`src/rtl/esm_pkg.sv`:
```
// Shared types, constants and arithmetic helpers for the Euler scale/translate
// matrix block. No dependencies; imported by every module under rtl/.
`timescale 1ns / 1ps

package esm_pkg;

    localparam int CORDIC_STEPS_DEF = 16;
    localparam int ATAN_ENTRIES     = 24;

    localparam int QW    = 34;          // Q.30 working width for x, y, z
    localparam int RW    = 36;          // width used during angle reduction
    localparam int ANGW  = 16;
    localparam int SCW   = 16;
    localparam int POSW  = 32;
    localparam int OW    = 32;
    localparam int QUOW  = 25;          // quotient bits of 2^24 / |scale|
    localparam int REMW  = 17;
    localparam int DIV_STEPS = QUOW;
    localparam int PW    = OW + QW;     // factor times rotation entry
    localparam int SATW  = PW - 30;

    localparam int IN_DW  = 192;
    localparam int OUT_DW = 104;

    localparam logic MODE_MODEL  = 1'b0;
    localparam logic MODE_NORMAL = 1'b1;

    localparam logic [1:0] COL_LAST_NORMAL = 2'd2;
    localparam logic [1:0] COL_POS         = 2'd3;

    localparam logic signed [RW-1:0] Q30_PI      = 36'sd3373259426;
    localparam logic signed [RW-1:0] Q30_HALF_PI = 36'sd1686629713;
    localparam logic signed [RW-1:0] Q30_TWO_PI  = 36'sd6746518852;
    localparam logic signed [QW-1:0] Q30_GAIN    = 34'sd652032874;

    localparam logic [OW-1:0] RECIP_SAT = 32'h7FFF_FFFF;

    localparam logic signed [QW-1:0] ATAN_Q30 [ATAN_ENTRIES] = '{
        34'sd843314857, 34'sd497837829, 34'sd263043837, 34'sd133525159,
        34'sd67021687,  34'sd33543516,  34'sd16775851,  34'sd8388437,
        34'sd4194283,   34'sd2097149,   34'sd1048576,   34'sd524288,
        34'sd262144,    34'sd131072,    34'sd65536,     34'sd32768,
        34'sd16384,     34'sd8192,      34'sd4096,      34'sd2048,
        34'sd1024,      34'sd512,       34'sd256,       34'sd128
    };

    // Index 0 = x axis, 1 = y axis, 2 = z axis throughout.
    typedef struct packed {
        logic                  mode;
        logic [2:0]            flip;
        logic [2:0][QW-1:0]    x;
        logic [2:0][QW-1:0]    y;
        logic [2:0][QW-1:0]    z;
        logic [2:0][SCW-1:0]   sc;
        logic [2:0][REMW-1:0]  rem;
        logic [2:0][QUOW-1:0]  quo;
        logic [2:0][POSW-1:0]  pos;
    } stage_t;

    typedef struct packed {
        logic                      mode;
        logic [2:0][2:0][OW-1:0]   elem;   // [column][row]
        logic [2:0][POSW-1:0]      pos;
    } mat_t;

    // Q.30 product, floor shift
    function automatic logic signed [QW-1:0] mulq(input logic signed [QW-1:0] a,
                                                  input logic signed [QW-1:0] b);
        logic signed [2*QW-1:0] p;
        p = a * b;
        return p[QW+29:30];
    endfunction

    function automatic logic [OW-1:0] sat32(input logic signed [SATW-1:0] v);
        logic [OW-1:0] r;
        if (&v[SATW-1:OW-1] || ~|v[SATW-1:OW-1])
            r = v[OW-1:0];
        else if (v[SATW-1])
            r = 32'h8000_0000;
        else
            r = 32'h7FFF_FFFF;
        return r;
    endfunction

endpackage

```
`src/rtl/esm_cordic_cell.sv`:
```
// One CORDIC rotation cell: a single micro-rotation for all three angles.
// Uses esm_pkg for the arctangent table and the item record.
`timescale 1ns / 1ps

module esm_cordic_cell #(
    parameter int STEP = 0
) (
    input  logic            clk,
    input  logic            rst_n,
    input  logic            adv,
    input  logic            valid_in,
    input  esm_pkg::stage_t d_in,
    output logic            valid_out,
    output esm_pkg::stage_t d_out
);
    import esm_pkg::*;

    stage_t                 data_next;
    stage_t                 data_reg;
    logic                   valid_reg;
    logic signed [QW-1:0]   xs [3];
    logic signed [QW-1:0]   ys [3];
    logic signed [QW-1:0]   zs [3];

    always_comb
    begin
        data_next = d_in;
        for (int a = 0; a < 3; a++)
        begin
            xs[a] = d_in.x[a];
            ys[a] = d_in.y[a];
            zs[a] = d_in.z[a];
            if (!zs[a][QW-1])
            begin
                data_next.x[a] = xs[a] - (ys[a] >>> STEP);
                data_next.y[a] = ys[a] + (xs[a] >>> STEP);
                data_next.z[a] = zs[a] - ATAN_Q30[STEP];
            end
            else
            begin
                data_next.x[a] = xs[a] + (ys[a] >>> STEP);
                data_next.y[a] = ys[a] - (xs[a] >>> STEP);
                data_next.z[a] = zs[a] + ATAN_Q30[STEP];
            end
        end
    end

    always_ff @(posedge clk or negedge rst_n)
    begin
        if (!rst_n)
            valid_reg <= 1'b0;
        else if (adv)
            valid_reg <= valid_in;
    end

    always_ff @(posedge clk)
    begin
        if (adv)
            data_reg <= data_next;
    end

    assign valid_out = valid_reg;
    assign d_out     = data_reg;

endmodule

```
`config.mk`:
```
export PLATFORM = sky130hd
export DESIGN_NAME = esm_cordic_cell
export DESIGN_NICKNAME = d
export VERILOG_FILES = /design/src/rtl/esm_pkg.sv /design/src/rtl/esm_cordic_cell.sv
export SDC_FILE = /design/constraint.sdc
export NUM_CORES = 1
export LEC_CHECK = 0
export ABC_AREA = 0
export CORE_AREA = 2 2 453 455
export DETAILED_ROUTE_END_ITERATION = 16
export DIE_AREA = 0 0 455 457
export DONT_BUFFER_PORTS = 1
export GPL_TIMING_DRIVEN = 0
export SYNTH_ARGS = -nofsm -noshare
export SYNTH_HDL_FRONTEND = slang
export SYNTH_SLANG_ARGS = --single-unit
```
`constraint.sdc`:
```
create_clock -name clk -period 0.9 [get_ports clk]
set_input_delay 0.18 -clock clk [delete_from_list [all_inputs] [get_ports clk]]
set_output_delay 0.18 -clock clk [all_outputs]
set_load 0.02 [all_outputs]
```
Yosys cells after proc, flatten, opt, wreduce, memory -nomap -nowiden. Index checks and enable logic that the tools add are counted.

Output and inout port bits: 581. Memories: 0. ROM bits: 0. Register bits: 581. Bits in latches: 0. Memory bits (writable): 0.

Add/subtract/negate cells: 15. Divide/modulo/power cells: 0. Shift operators: 0. Reductions and logical operators: 0. $lt $le $gt $ge: 0. Equality and inequality tests: 0. Bitwise logic cells: 0. $mul: 0. Multiplexer cells: 9.

Operator list (number): $mux W34 (9); $sub A34 B34 Y34 (6); $add A34 B31 Y34 const B (3); $add A34 B34 Y34 (3); $sub A34 B31 Y34 const B (3).

Logic depth before layout (Yosys ltp).
Depth in word-level cells: 2. Depth in mapped cells: 13.

Worst setup path after synthesis. No wires, ideal clock.

Path kind: input -> register. Start point: input d_in[371] in the netlist's numbering. End point: register data_reg (netlist bit d_out[369]), data pin. Setup time: 0.264 ns. Buffers on the path: 2. Data arrival time: 3.265 ns. Cell stages on the path: 13. Slack: -2.629 ns. Path through: inv_1 > clkbuf_1 > clkbuf_1 > ha_1 > o21a_1 > o21a_1 > o22ai_2 > a41oi_4 > a31oi_2 > o31ai_1 > a21o_1 > nor4b_1 > o41a_1.

RTL lines: from (decl) (RTL line esm_cordic_cell.sv:12) `input esm_pkg::stage_t d_in,`; to (signal assigned) (RTL line esm_cordic_cell.sv:59) `data_reg <= data_next;`; to (decl) (RTL line esm_cordic_cell.sv:19) `stage_t data_reg;`.

==> results.md <==
| Stage | Parameter | This run |
|---|---|---|
| setup path | Cell Chain, Critical Path | ha_4 > buf_8 > buf_4 > buf_4 > o21a_1 > o31a_1 > o21ai_4 > o21ai_2 > a21oi_1 > o21ai_2 > and2_1 > a31o_1 > xnor2_2 |
| layout | Fraction of layout cells with a size suffix above 1 | 29.1% |
| clock tree | Clock Latency Late Sink | 0.71 ns |
| setup path | Worst Setup Path Type | in2reg |
| pwr | Sequential share of power | 40.6% |
| layout | Area Growth Syn to Fin | 48.0% |
| pwr | Leak Pwr | 22.1 nW |
| sta | Post-layout minimum cycle time | 2.43 ns |
| grt | Antenna violations before repair | 38 |
| pwr | Share of power burned in the clock network | 29.5% |
| sta | Share of the clock period used by the worst path | 270% |
| synth | Top post-synthesis cells by area | sky130_fd_sc_hd__edfxtp_1 (44%), sky130_fd_sc_hd__ha_1 (12%), sky130_fd_sc_hd__a21oi_1 (5.7%), sky130_fd_sc_hd__xnor2_1 (5.1%), sky130_fd_sc_hd__inv_1 (3.2%) |
| sta | Number of slew-limit violations in the final report | 0 |
| drt | Routed met2 length | 103 mm |
| sta | Number of failing hold endpoints at the final stage | 40 |
| sta | Fin Clk Skew | 0 ns |
| outcome | Violations in the final reports | negative hold slack, negative setup slack |
| drt | Number of DRC violations after detailed-routing iteration 0 | 3463 |
| synth | Area leader, netlist | sky130_fd_sc_hd__edfxtp_1 |
| sta | Fmax | 412 MHz |
| synth | Net count after synthesis | 4912 |
| die | Height of the die | 457 um |
| die | Die Span X | 455 um |
| synth | Distinct cell type count of the synthesized netlist | 93 |
| die | Std cell rows | 166 |
| sta | RSZ-0062 raised after global routing | true |
| drt | Uppermost routed layer | met5 |
| grt | Leftover overflow at the end of global routing | 0 |
| layout | Cell area after layout | 58300 um^2 |
| drt | Initial DRT Pass Iterations | 6 |
| drt | Remaining number of nets flagged by the antenna check after routing | 0 |
| synth | Area of the mapped netlist | 39400 um^2 |
| synth | Most frequently used flop master after synthesis | sky130_fd_sc_hd__edfxtp_1 |
| synth | Number of standard cells after synthesis | 3923 |
| pwr | Peak ir drop on the vdd network | 1.41 mV |
| clock tree | Max clock buf depth | 3 |
| pwr | Overall Power | 103 mW |
| drt | Met1 routed wirelength after detailed routing | 77.4 mm |
| die | IO Count | 1165 |
| setup path | Crit-path slowest cell | sky130_fd_sc_hd__a21oi_1 |
| drt | Count of unresolved DRC violations after routing | 0 |
| layout | Net count, final | 5623 |
| drt | DR vias/cell | 4.93 |
| sta | Worst slew margin relative to its limit | 7.71% |
| synth | Number of enable flip-flop cells after synthesis | 577 |
| grt | Global-route wire length before repair | 285 mm |
| setup path | Worst setup EP type | flop |
| synth | Yosys warnings | 0 |
| layout | Leading cell type in the layout, fill and taps excluded | sky130_fd_sc_hd__edfxtp_1 |
| synth | Flip-flop and latch count after synthesis | 578 |
| pwr | Switch share | 37.4% |
| clock tree | Number of buffers created by CTS | 71 |
| sta | Post-layout worst setup margin | -1.53 ns |
| pwr | P_sw | 38.6 mW |
| synth | Fraction of the yosys area taken by sequential cells | 44.0% |
| synth | Mean instance size in the synthesized netlist | 10.0 um^2 |
| pwr | Power Internal | 64.5 mW |
| die | Initial Util | 19.4% |
| synth | Share of synthesized registers carrying an async set or reset | 0.173% |
| pwr | PD cells | 1770 nW/um^2 |
| drt | Routed wire length on met3 | 17.8 mm |
| setup path | Stage delay of the slowest cell on the critical path | 0.47 ns |
| place | Final weighted congestion in routability-driven placement | 0.989 |
| layout | Commonest cells after routing, fill and taps aside | sky130_fd_sc_hd__edfxtp_1 (577), sky130_fd_sc_hd__dlygate4sd3_1 (358), sky130_fd_sc_hd__ha_1 (299) |
| drt | Avg WL per Cell | 29.4 um |
| clock tree | Reg clk slew, reported paths | 0.06 ns |
| sta | Tightest hold margin | -0.147 ns |
| synth | Share of the synthesized area in the top cell type | 44.0% |
| pwr | Combinational fraction of design power | 29.9% |
| grt | GR Util All Layers | 19.4% |
| clock tree | Buffer cell driving the clock tree root | sky130_fd_sc_hd__clkbuf_16 |
| place | Half-perimeter wire length after placement | 166 mm |
| grt | Pin count of the biggest net entering global routing | 579 |
| sta | Final setup viols | 1110 |
| place | Count of input and output buffers | 0 |
| setup path | Kind of start point of the critical path | input port |
| grt | Via count of the first global-routing pass | 35100 |
| clock tree | Clock sink count | 578 |
| die | Core box area | 203000 um^2 |
| outcome | Status | complete, but fails checks |
| setup path | Data required time at the worst endpoint | 1.34 ns |
| clock tree | CTS tree | built |
| die | Total Die Area | 208000 um^2 |
| drt | Total vias in the final route | 36400 |
| setup path | Critical path data arrival time | 2.87 ns |
| worst hold path | Worst hold path type | in2reg |
| setup path | Crit-path max FO | 5 |
| sta | Transition time at the pin with the least slew margin | 1.38 ns |
| drt | Post-detailed-routing wire length | 217 mm |
| place | Standard cell area after detailed placement | 45000 um^2 |
| clock tree | Htree depth | 3 |
| job | Max-capacitance violation count | 0 |
[routing by layer]
layer | up-vias | global-route usage, %
met5 | - | 0.163
met4 | 8 | 15.3
met3 | 533 | 4.66
met2 | 2091 | 32.3
met1 | 18000 | 21.1
li1 | 15800 | -
[final cells by class]
cell class,count,area [um^2]
fillers,20700,145000
multi-input cells,2849,26200
flip-flops and latches,578,17400
repair buffers,661,6490
well taps,2688,3360
clock buffers,76,1800
inverters,346,1560
plain buffers,127,937
clock inverters,53,649
diodes,14,35.0
[state kept, by name (all words and copies together) (netlist names)]
| register | flops |
|---|---|
| d_out | 577 |
| valid_out | 1 |
[worst max-delay path, delay by kind of cell]
family / cells / cell delay [ns]
compound gates: 7 / 1.70
buf+inv: 3 / 0.38
xor+xnor: 1 / 0.15
simple gates: 1 / 0.20
fa+ha+maj: 1 / 0.24
[synth_stat cells, drive strengths merged, types with 12 or more instances]
library cell	count
fa	12
edfxtp	577
nand2	203
o21a	46
ha	393
o31a	13
clkbuf	102
a31o	14
a211o	15
xor2	48
a31oi	38
and2	15
inv	337
buf	48
o211ai	32
or3	25
nand3	56
a21oi	452
o31ai	33
a211oi	32
nand2b	40
o21ai	260
nand4	31
nor4	26
and3	18
or4	16
o21bai	69
a21o	103
xnor2	230
mux2i	43
nor2b	41
nor3	71
nor2	291
[logic make-up (layout without fill, tap and decap cells)]
family | after synthesis | in the layout | synth area share [%]
buffers and inverters | 496 | 1263 | 4.85
other | 0 | 14 | 0
muxes | 46 | 46 | 1.18
and+or+nand+nor | 868 | 868 | 10.4
AOI/OAI and AO/OA | 1252 | 1252 | 20.2
adders and majority gates | 405 | 405 | 13.1
DFF | 578 | 578 | 44.0
xor gates and xnor gates | 278 | 278 | 6.18
[power groups by stage]
stage / combinational (mW) / clock [mW] / sequential [mW]
2_1_floorplan: 14.3 / 0 / 39.9
3_3_place_gp: 20.9 / 0 / 42.4
3_5_place_dp: 20.8 / 0 / 42.4
4_1_cts: 26.9 / 31.4 / 41.9
5_1_grt: 32.4 / 32.3 / 41.9
6_report: 30.8 / 30.4 / 41.8
[metrics by stage]
stage | worst slack (ns) | hold slack [ns] | cells | util, % | TNS (ns)
after floorplan | -1.82 | -0.116 | 3923 | - | -346.42
after global placement | -3.02 | -0.116 | 6611 | 22.1 | -570.96
after detailed placement | -2.84 | -0.116 | 6612 | 22.1 | -535.77
after CTS | -1.44 | -0.452 | 7279 | 27.3 | -585.18
after global routing | -1.46 | -0.178 | 7387 | 28.7 | -627.50
final | -1.53 | -0.147 | 7392 | 28.7 | -601.75
[worst paths after layout]
kind	from	to	slack (ns)	cells after the start
hold reg to reg	valid_out$_DFFE_PN0P_	valid_out$_DFFE_PN0P_	0.69	1
hold / removal	d_in[276]	d_out[276]$_DFFE_PP_	-0.15	2
setup reg to reg	valid_out$_DFFE_PN0P_	valid_out$_DFFE_PN0P_	0.04	1
min in group asynchronous	rst_n	valid_out$_DFFE_PN0P_	0.22	2
setup / recovery	d_in[476]	d_out[397]$_DFFE_PP_	-1.53	13
max in group asynchronous	rst_n	valid_out$_DFFE_PN0P_	0.58	2
[timing repair]
| item | 4_1_cts | 5_1_grt |
|---|---|---|
| setup buffers | 198 | 117 |
| pin swaps | 259 | 289 |
| hold buffers | 352 | 8 |
| gates cloned | 3 | 4 |
| setup endpoints to repair | 860 | 1198 |
| hold endpoints to repair | 681 | 136 |
| gates resized for setup | 549 | 429 |
(Power assumes the default switching activity.)
