--- src/rtl/esm_pkg.sv ---
// Shared types, constants and arithmetic helpers for the Euler scale/translate
// matrix block. No dependencies; imported by every module under rtl/.
`timescale 1ns / 1ps

package esm_pkg;

    localparam int CORDIC_STEPS_DEF = 16;
    localparam int ATAN_ENTRIES     = 24;

    localparam int QW    = 34;          // Q.30 working width for x, y, z
    localparam int RW    = 36;          // width used during angle reduction
    localparam int ANGW  = 16;
    localparam int SCW   = 16;
    localparam int POSW  = 32;
    localparam int OW    = 32;
    localparam int QUOW  = 25;          // quotient bits of 2^24 / |scale|
    localparam int REMW  = 17;
    localparam int DIV_STEPS = QUOW;
    localparam int PW    = OW + QW;     // factor times rotation entry
    localparam int SATW  = PW - 30;

    localparam int IN_DW  = 192;
    localparam int OUT_DW = 104;

    localparam logic MODE_MODEL  = 1'b0;
    localparam logic MODE_NORMAL = 1'b1;

    localparam logic [1:0] COL_LAST_NORMAL = 2'd2;
    localparam logic [1:0] COL_POS         = 2'd3;

    localparam logic signed [RW-1:0] Q30_PI      = 36'sd3373259426;
    localparam logic signed [RW-1:0] Q30_HALF_PI = 36'sd1686629713;
    localparam logic signed [RW-1:0] Q30_TWO_PI  = 36'sd6746518852;
    localparam logic signed [QW-1:0] Q30_GAIN    = 34'sd652032874;

    localparam logic [OW-1:0] RECIP_SAT = 32'h7FFF_FFFF;

    localparam logic signed [QW-1:0] ATAN_Q30 [ATAN_ENTRIES] = '{
        34'sd843314857, 34'sd497837829, 34'sd263043837, 34'sd133525159,
        34'sd67021687,  34'sd33543516,  34'sd16775851,  34'sd8388437,
        34'sd4194283,   34'sd2097149,   34'sd1048576,   34'sd524288,
        34'sd262144,    34'sd131072,    34'sd65536,     34'sd32768,
        34'sd16384,     34'sd8192,      34'sd4096,      34'sd2048,
        34'sd1024,      34'sd512,       34'sd256,       34'sd128
    };

    // Index 0 = x axis, 1 = y axis, 2 = z axis throughout.
    typedef struct packed {
        logic                  mode;
        logic [2:0]            flip;
        logic [2:0][QW-1:0]    x;
        logic [2:0][QW-1:0]    y;
        logic [2:0][QW-1:0]    z;
        logic [2:0][SCW-1:0]   sc;
        logic [2:0][REMW-1:0]  rem;
        logic [2:0][QUOW-1:0]  quo;
        logic [2:0][POSW-1:0]  pos;
    } stage_t;

    typedef struct packed {
        logic                      mode;
        logic [2:0][2:0][OW-1:0]   elem;   // [column][row]
        logic [2:0][POSW-1:0]      pos;
    } mat_t;

    // Q.30 product, floor shift
    function automatic logic signed [QW-1:0] mulq(input logic signed [QW-1:0] a,
                                                  input logic signed [QW-1:0] b);
        logic signed [2*QW-1:0] p;
        p = a * b;
        return p[QW+29:30];
    endfunction

    function automatic logic [OW-1:0] sat32(input logic signed [SATW-1:0] v);
        logic [OW-1:0] r;
        if (&v[SATW-1:OW-1] || ~|v[SATW-1:OW-1])
            r = v[OW-1:0];
        else if (v[SATW-1])
            r = 32'h8000_0000;
        else
            r = 32'h7FFF_FFFF;
        return r;
    endfunction

endpackage

--- src/rtl/esm_div_cell.sv ---
// One restoring-division cell: produces one quotient bit of 2^24 / |scale|
// for all three axes and passes the rest of the item on. Uses esm_pkg.
`timescale 1ns / 1ps

module esm_div_cell #(
    parameter int BIT = 0
) (
    input  logic            clk,
    input  logic            rst_n,
    input  logic            adv,
    input  logic            valid_in,
    input  esm_pkg::stage_t d_in,
    output logic            valid_out,
    output esm_pkg::stage_t d_out
);
    import esm_pkg::*;

    stage_t               data_next;
    stage_t               data_reg;
    logic                 valid_reg;
    logic [2:0][REMW-1:0] mag;
    logic [2:0][REMW-1:0] trial;

    always_comb
    begin
        data_next = d_in;
        for (int a = 0; a < 3; a++)
        begin
            mag[a]   = d_in.sc[a][SCW-1] ? (~{1'b1, d_in.sc[a]} + 17'd1)
                                         : {1'b0, d_in.sc[a]};
            trial[a] = {d_in.rem[a][REMW-2:0], (BIT == QUOW - 1)};
            if (trial[a] >= mag[a])
            begin
                data_next.rem[a] = trial[a] - mag[a];
                data_next.quo[a] = {d_in.quo[a][QUOW-2:0], 1'b1};
            end
            else
            begin
                data_next.rem[a] = trial[a];
                data_next.quo[a] = {d_in.quo[a][QUOW-2:0], 1'b0};
            end
        end
    end

    always_ff @(posedge clk or negedge rst_n)
    begin
        if (!rst_n)
            valid_reg <= 1'b0;
        else if (adv)
            valid_reg <= valid_in;
    end

    always_ff @(posedge clk)
    begin
        if (adv)
            data_reg <= data_next;
    end

    assign valid_out = valid_reg;
    assign d_out     = data_reg;

endmodule

--- config.mk ---
export PLATFORM = sky130hd
export DESIGN_NAME = esm_div_cell
export DESIGN_NICKNAME = d
export VERILOG_FILES = /design/src/rtl/esm_pkg.sv /design/src/rtl/esm_div_cell.sv
export SDC_FILE = /design/constraint.sdc
export NUM_CORES = 1
export LEC_CHECK = 0
export ABC_CLOCK_PERIOD_IN_PS = 1400
export BUFFER_PORTS_ARGS = -buffer_cell sky130_fd_sc_hd__buf_2
export CORE_AREA = 2 2 448 450
export CTS_BUF_LIST = sky130_fd_sc_hd__clkbuf_8 sky130_fd_sc_hd__clkbuf_16
export CTS_CLUSTER_DIAMETER = 150
export DETAILED_ROUTE_END_ITERATION = 10
export DIE_AREA = 0 0 450 452
export GPL_TIMING_DRIVEN = 0
export SLEW_MARGIN = 20
export SYNTH_ARGS = -nofsm -noshare
export SYNTH_HDL_FRONTEND = slang
export SYNTH_SLANG_ARGS = --single-unit
--- constraint.sdc ---
create_clock -name clk -period 1.4 [get_ports clk]
set_clock_uncertainty 0.2 [all_clocks]
set_input_delay 0.35 -clock clk [delete_from_list [all_inputs] [get_ports clk]]
set_output_delay 0.35 -clock clk [all_outputs]
set_load 0.02 [all_outputs]
======== Yosys cells after proc, flatten, opt, wreduce, memory -nomap -nowiden ========
Cells that the tools add are included.
cells by class
  add/sub/neg operators ................... 6
  multiply operators ...................... 0
  divide/modulo/power cells ............... 0
  magnitude comparators ................... 3
  equal/unequal tests ..................... 0
  shift-type cells ........................ 0
  muxes and demuxes ....................... 9
  bitwise operators ....................... 3
  reductions and logical operators ........ 0
operators by type and width
  operator                                        count
  two-way mux 17 bit                              6
  adder 17 x 1 -> 17 bit (second input constant)  3
  >= comparator 17 bit                            3
  NOT 17 bit                                      3
  subtractor 17 bit                               3
  two-way mux 1 bit                               3
storage, ports and cells
  register bits ........................... 581
  bits in latches ......................... 0
  memory bits (writable) .................. 0
  memory bits (read-only) ................. 0
  input port bits ......................... 584
  output and inout bits ................... 581
  logic and storage cells ................. 48
  memories kept ........................... 0

======== Depth between registers and ports, before layout ========
Gate-level depths: netlist of run 1.
  depth after elaboration ................. 5
  gate-level depth with buffers ........... 16
  gate-level depth less buffers ........... 14

======== Worst setup path after synthesis of run 1 ========
Ideal clock, no wire load.
  path kind ............................... input to register
  start ................................... in d_in[224] (netlist name)
  end ..................................... reg data_reg, in the netlist d_out[180], data pin
  setup time .............................. 0.260 ns
  arrival time ............................ 3.732 ns
  required time ........................... 0.940 ns
  slack ................................... -2.792 ns
  stages on the path ...................... 12
  path buffers ............................ 1
  cells stage by stage .................... or4_2 -> or3_1 -> nand2_1 -> xor2_1 -> ha_1 -> a21oi_1 -> o32ai_1 -> o211ai_1 -> o211ai_2 -> a2111oi_4 -> buf_6 -> mux2_4
RTL lines
  item                  RTL line            text
  start, declared       esm_div_cell.sv:12  input esm_pkg::stage_t d_in,
  end signal, assigned  esm_div_cell.sv:56  data_reg <= data_next;
  end, declared         esm_div_cell.sv:19  stage_t data_reg;

==> results of run 1 <==
-- logic make-up (layout without fill, tap and decap cells) --
logic type	count (synthesis)	count (layout)	synth area share (%)
compound gates	180	180	5.592
flops	581	581	80.45
other cells	1	37	0.01730
simple gates	184	184	4.161
fa+ha+maj	57	57	3.393
xor+xnor	70	70	2.828
mux	52	52	2.724
buf+inv	43	1999	0.8368
-- metrics by stage --
step	hold slack (ns)	total power, mW	TNS (ns)	std cells
after floorplan	-0.1456	26.04	-115.22	1170
after global placement	-0.07467	31.58	-6077.14	4984
after detailed placement	-0.07419	31.33	-551.02	4991
after CTS	-0.2657	58.22	-411.69	5760
after global routing	-0.2328	59.97	-376.29	5805
final	-0.1699	57.64	-321.61	5816
-- metal layers --
| metal | vias to the layer above | global-route usage [%] | share of wire [%] |
|---|---|---|---|
| met5 | - | 0 | 0.053 |
| li1 | 8435 | - | - |
| met2 | 1271 | 26.70 | 47 |
| met4 | 16 | 5.516 | 4.0 |
| met1 | 9559 | 17.54 | 36 |
| met3 | 433 | 9.794 | 13 |
-- state kept, by name (all words and copies together), names as in the netlist --
| register | count |
|---|---|
| valid_out | 1 |
| d_out | 580 |
-- final timing paths --
path	startpoint	end	slack, ns
min	d_in[237]	d_out[237]	-0.17
max	d_in[222]	d_out[183]	-2.03
min in group asynchronous	rst_n	valid_out	0.31
max in group asynchronous	rst_n	valid_out	0.59
max reg2reg	valid_out	valid_out	0.44
min reg2reg	valid_out	valid_out	0.34
-- report_power, final --
| part | switching [mW] | internal [mW] | leakage [nW] | total (mW) |
|---|---|---|---|---|
| logic | 7.37 | 6.13 | 10.7 | 13.5 |
| clock network | 9.13 | 13.3 | 1.41 | 22.4 |
| registers | 0.782 | 21.0 | 5.69 | 21.7 |
| total | 17.3 | 40.4 | 17.8 | 57.6 |
-- critical path, delay by kind of cell --
kind / cells / cell delay [ns]
buffers and inverters: 3 / 0.42
AOI/OAI and AO/OA: 5 / 1.06
and+or+nand+nor: 3 / 1.05
muxes: 1 / 0.29
adders and majority gates: 1 / 0.29
xor gates and xnor gates: 1 / 0.15
-- what timing repair did --
action	CTS	global route
pin swaps	32	33
buffers inserted	41	22
hold endpoints to repair	653	75
gates cloned	2	5
endpoints found under the setup margin	954	955
gates resized for setup	974	224
-- synth_stat cells, types with 4 or more instances --
cell        n  share of area, %
a211oi_1    6              0.21
a21boi_0    5              0.17
a21o_1     11              0.38
a21oi_1    44               1.0
a31oi_1     5              0.14
clkbuf_1   10              0.17
edfxtp_1  580                80
ha_1       54               3.1
inv_1      27              0.47
mux2_2     36               1.9
mux2_4      5              0.35
mux2i_1    11              0.51
nand2_1    53              0.92
nand2b_1    9              0.26
nand3_1    17              0.39
nor2_1     40              0.69
nor2b_1    14              0.40
nor3_1     18              0.42
nor3b_1     4              0.14
nor4_1      4              0.12
o211ai_1    8              0.28
o21a_1     15              0.52
o21ai_0    42              0.97
o21bai_1    5              0.17
o31a_1      5              0.20
o31ai_1    10              0.35
o41ai_1     4              0.16
or2_2       4              0.12
or3_1       8              0.23
or4_1       4              0.14
xnor2_1    32               1.3
xor2_1     38               1.5
-- area by class of cell --
class	instances	area, um^2	share of cell area, %
multi-input combinational	546	4686	10.54
antenna	34	85.08	0.1914
tap	2656	3323	7.475
sequential	581	17440	39.23
timing repair buffer	1809	15840	35.63
inverter	29	116.4	0.2617
clock inverter	68	787.0	1.770
clock buffer	81	2027	4.559
buffer	12	152.6	0.3433
==> results.txt, run 1 <==
Min-delay worst type - input port to flip-flop
Total number of vias - 19714
Worst Path Required - 1.62 ns
Clk pin slew, worst setup/hold paths - 0.05 ns
Die width - 450 um
Count of final setup violators - 638
Vias per cell - 3.390
Pre-CTS setup slack - -3.242 ns
Mapped Cells - 1168
Most frequent cells in the layout - buf_2, edfxtp_1, dlygate4sd3_1
Vias in the first global route - 19860
Reg2Reg Depth - 1
Post-DP HPWL - 146200 um
Final hold violations - 68
PwrDens - 1296 nW/um^2
Core ar. - 198600 um^2
DR WL/cell - 30.14 um
Drt pass-1 iters - 5
Fin crit period - 3.431 ns
Max Root-Sink Buffers - 3
Failing checks - negative hold slack, negative setup slack
Post-synth EDFFs - 580
Post-synth ARST share - 0.1721%
Syn_area_per_cell - 18.56 um^2
Nets - 3701
Dpl cell area - 31310 um^2
# hold bufs at CTS - 579
CTS tree - done
Area Overhead vs Synth - 105.1%
Worst setup EP type - flip-flop
CP max stage cell - or4_4
Period utilization - 245.1%
Fin. max-slew vios - 0
Crit-path max FO - 8
I/O Buffers - 1158
H-tree level count - 3
# rows - 164
Clock Latency Late Sink - 0.69 ns
Post-route core utilization - 22.38%
Seq/Total Area, Yosys - 80.45%
Worst-margin pin slew - 0.5275 ns
Leakage - 17.78 nW
Most common cell after layout, fill and taps aside - buf_2
Max Cap Viol - 0
CTS Buf Count - 81
Critical Path Max Stage Delay - 0.53 ns
GP Congestion - 1.012
Worst vdd ir - 0.0007846 V
Worst Path Arrival - 3.65 ns
Yosys reg bits - 581
Hold slack - -0.1699 ns
Crit path launch type - input port
Peak Freq - 0.2915 GHz
Status - finished, violations left
Die area - 203400 um^2
Initial Util - 10.92%
Worst slew margin - 64.83%
Synth cell types - 63
Total GRT Usage - 16.39%
Worst hold path depth - 1
Final global-route overflow total - 0
Crit path setup slack, layout - -2.031 ns
CTS sink cnt - 581
Antenna violation net count after detailed routing - 0
Yosys warning count - 0
# DRC - 0
Die Y - 452 um
Pin count of the biggest net entering global routing - 95
Antenna violations before repair - 171
Main synth FF type - edfxtp_1
Post-detailed-routing wire length - 175300 um
Clock Root Buffer - clkbuf_16
Worst Path Class, Setup - input port to flip-flop
CP Cell Sequence - buf_8 > or4_4 > or3_4 > nand2_2 > xor2_1 > ha_1 > a21oi_2 > o32ai_2 > o211ai_1 > o211ai_2 > a2111oi_4 > buf_6 > buf_12 > mux2_4
# IOs - 1165
Layout cells sized above 1 - 47.73%
DRT iter0 DRCs - 1497
Fin area - 44460 um^2
First-pass GRT wire length - 213000 um
RSZ-0062 raised after global routing - true
Fill count - 21135
Synthesized area - 21680 um^2
(Power assumes the default switching activity.)
==> run 2, diff against run 1 <==
- TNS_END_PERCENT: not set -> 20
==> run 2 against run 1 <==
Against the previous run:
- via count fell by 1.6%
- sequential share of layout area rose by 1.6 points
- the run ends with negative setup slack left
- first-iteration DRC count fell by 4.9%
- setup slack improved by 0.020 ns
- non-clock buffer count rose by 17
- largest cell class unchanged
- combinational power fell by 8%
- register-to-register slack barely moved
- routed wire length fell by 7.2%
- flip-flop and latch count did not move
- core utilization fell by 0.85 points
==> results.txt, run 2 (synthesis gave the netlist of run 1 again) <==
Flop pwr share - 39.4%
CTS Buf Count - 81
Most frequent cells in the layout - buf_2, dlygate4sd3_1, edfxtp_1
Net Sw Power - 16.70 mW
Drt pass-1 iters - 5
Die area - 203400 um^2
Status - finished, violations left
Internal cell power - 37.92 mW
Most common cell after layout, fill and taps aside - buf_2
Min-delay worst type - input port to flip-flop
Antenna violation net count after detailed routing - 0
Peak Freq - 0.2932 GHz
Dpl cell area - 31080 um^2
Total GRT Usage - 15.18%
Switching portion of total power - 30.57%
Pre-CTS setup slack - -3.592 ns
Clock Root Buffer - clkbuf_16
CTS tree - done
Worst setup EP type - flip-flop
H-tree level count - 3
Nets - 3718
Core ar. - 198600 um^2
Worst-margin pin slew - 0.6406 ns
Vias in the first global route - 19999
Crit-path max FO - 7
RSZ-0062 raised after global routing - true
GP Congestion - 0.9606
Max Root-Sink Buffers - 3
Fin. max-slew vios - 0
First-pass GRT wire length - 199300 um
Fin area - 42760 um^2
CP max stage cell - or4_4
# IOs - 1165
Post-DP HPWL - 131500 um
I/O Buffers - 1158
Failing checks - negative setup slack
Layout cells sized above 1 - 47.77%
Die width - 450 um
Crit path launch type - input port
Clk pin slew, worst setup/hold paths - 0.06 ns
PwrDens - 1277 nW/um^2
Worst path top cell family by delay - compound AO/OA/AOI/OAI gates
Area Overhead vs Synth - 97.25%
Fin crit period - 3.411 ns
Leakage - 17.21 nW
Critical Path Max Stage Delay - 0.53 ns
Worst Path Required - 1.65 ns
Crit path setup slack, layout - -2.011 ns
# rows - 164
Die Y - 452 um
Worst Path Class, Setup - input port to flip-flop
Pin count of the biggest net entering global routing - 89
Antenna violations before repair - 133
Combinational power share - 22.8%
# DRC - 0
Post-detailed-routing wire length - 162700 um
Worst vdd ir - 0.0007866 V
Final hold violations - 0
Bufs and invs on worst path - 3
Final global-route overflow total - 0
Largest register FFs - 580
Worst Path Arrival - 3.66 ns
DR WL/cell - 27.92 um
Period utilization - 243.6%
Clock Latency Late Sink - 0.71 ns
Total number of vias - 19394
CTS sink cnt - 581
Fill count - 21259
Max Cap Viol - 0
Hold slack - 0.09211 ns
Clock power share - 37.8%
DRT iter0 DRCs - 1424
Initial Util - 10.92%
Count of final setup violators - 1164
Vias per cell - 3.328
CP Cell Sequence - buf_8 > or4_4 > or3_4 > nand2_2 > xor2_1 > ha_1 > a21oi_2 > o32ai_2 > o211ai_1 > o211ai_2 > a2111oi_4 > buf_4 > buf_12 > mux2_4
Worst slew margin - 56.84%
-- run 2: cell type report --
cell class	count	area (um^2)	share of cell area, %
plain buffers	7	83.83	0.1960
clock inverters	63	573.1	1.340
flip-flops and latches	581	17440	40.79
clock buffers	81	2027	4.740
well taps	2656	3323	7.771
diodes	34	85.08	0.1990
inverters	29	111.4	0.2604
multi-input cells	546	4658	10.89
repair buffers	1831	14460	33.82
-- run 2: power by group through the flow --
stage / clock, mW / combinational, mW / sequential, mW
2_1_floorplan: 0 / 2.20 / 23.7
3_3_place_gp: 0 / 9.19 / 22.0
3_5_place_dp: 0 / 9.26 / 21.7
4_1_cts: 21.7 / 12.4 / 21.5
5_1_grt: 22.2 / 13.3 / 21.7
6_report: 20.6 / 12.4 / 21.5
-- run 2: path summary, 6_finish.rpt --
path                       slack, ns       from  cells after the start         end
setup / recovery               -2.01  d_in[226]                     14  d_out[183]
hold / removal                  0.09  d_in[222]                      3  d_out[172]
setup reg to reg                0.45  valid_out                      1   valid_out
hold reg to reg                 0.32  valid_out                      1   valid_out
max in group asynchronous       0.59      rst_n                      3   valid_out
min in group asynchronous       0.30      rst_n                      3   valid_out
-- run 2: per-stage QoR --
step	std cells	TNS [ns]	total power, mW	utilization, %
6_report	5828	-667.43	54.61	21.53
4_1_cts	5762	-633.76	55.58	21.17
3_3_place_gp	4984	-6074.31	31.21	15.56
3_5_place_dp	4990	-718.99	30.96	15.65
2_1_floorplan	1170	-121.71	25.86	-
5_1_grt	5821	-701.58	57.08	21.52
-- run 2: repair_timing --
action	CTS	global route
setup endpoints to repair	964	1137
buffers inserted	45	24
hold endpoints to repair	658	11
pin swaps	35	32
hold buffers	581	2
resized for setup	571	111
cloned	9	8
-- run 2: metal layers --
| layer | track usage (%) | up-vias | part of all wire, % |
|---|---|---|---|
| met5 | 0 | - | 0.048 |
| met4 | 5.574 | 12 | 4.3 |
| met3 | 9.841 | 365 | 14 |
| met2 | 25.51 | 1130 | 48 |
| met1 | 14.94 | 9416 | 34 |
| li1 | - | 8471 | - |
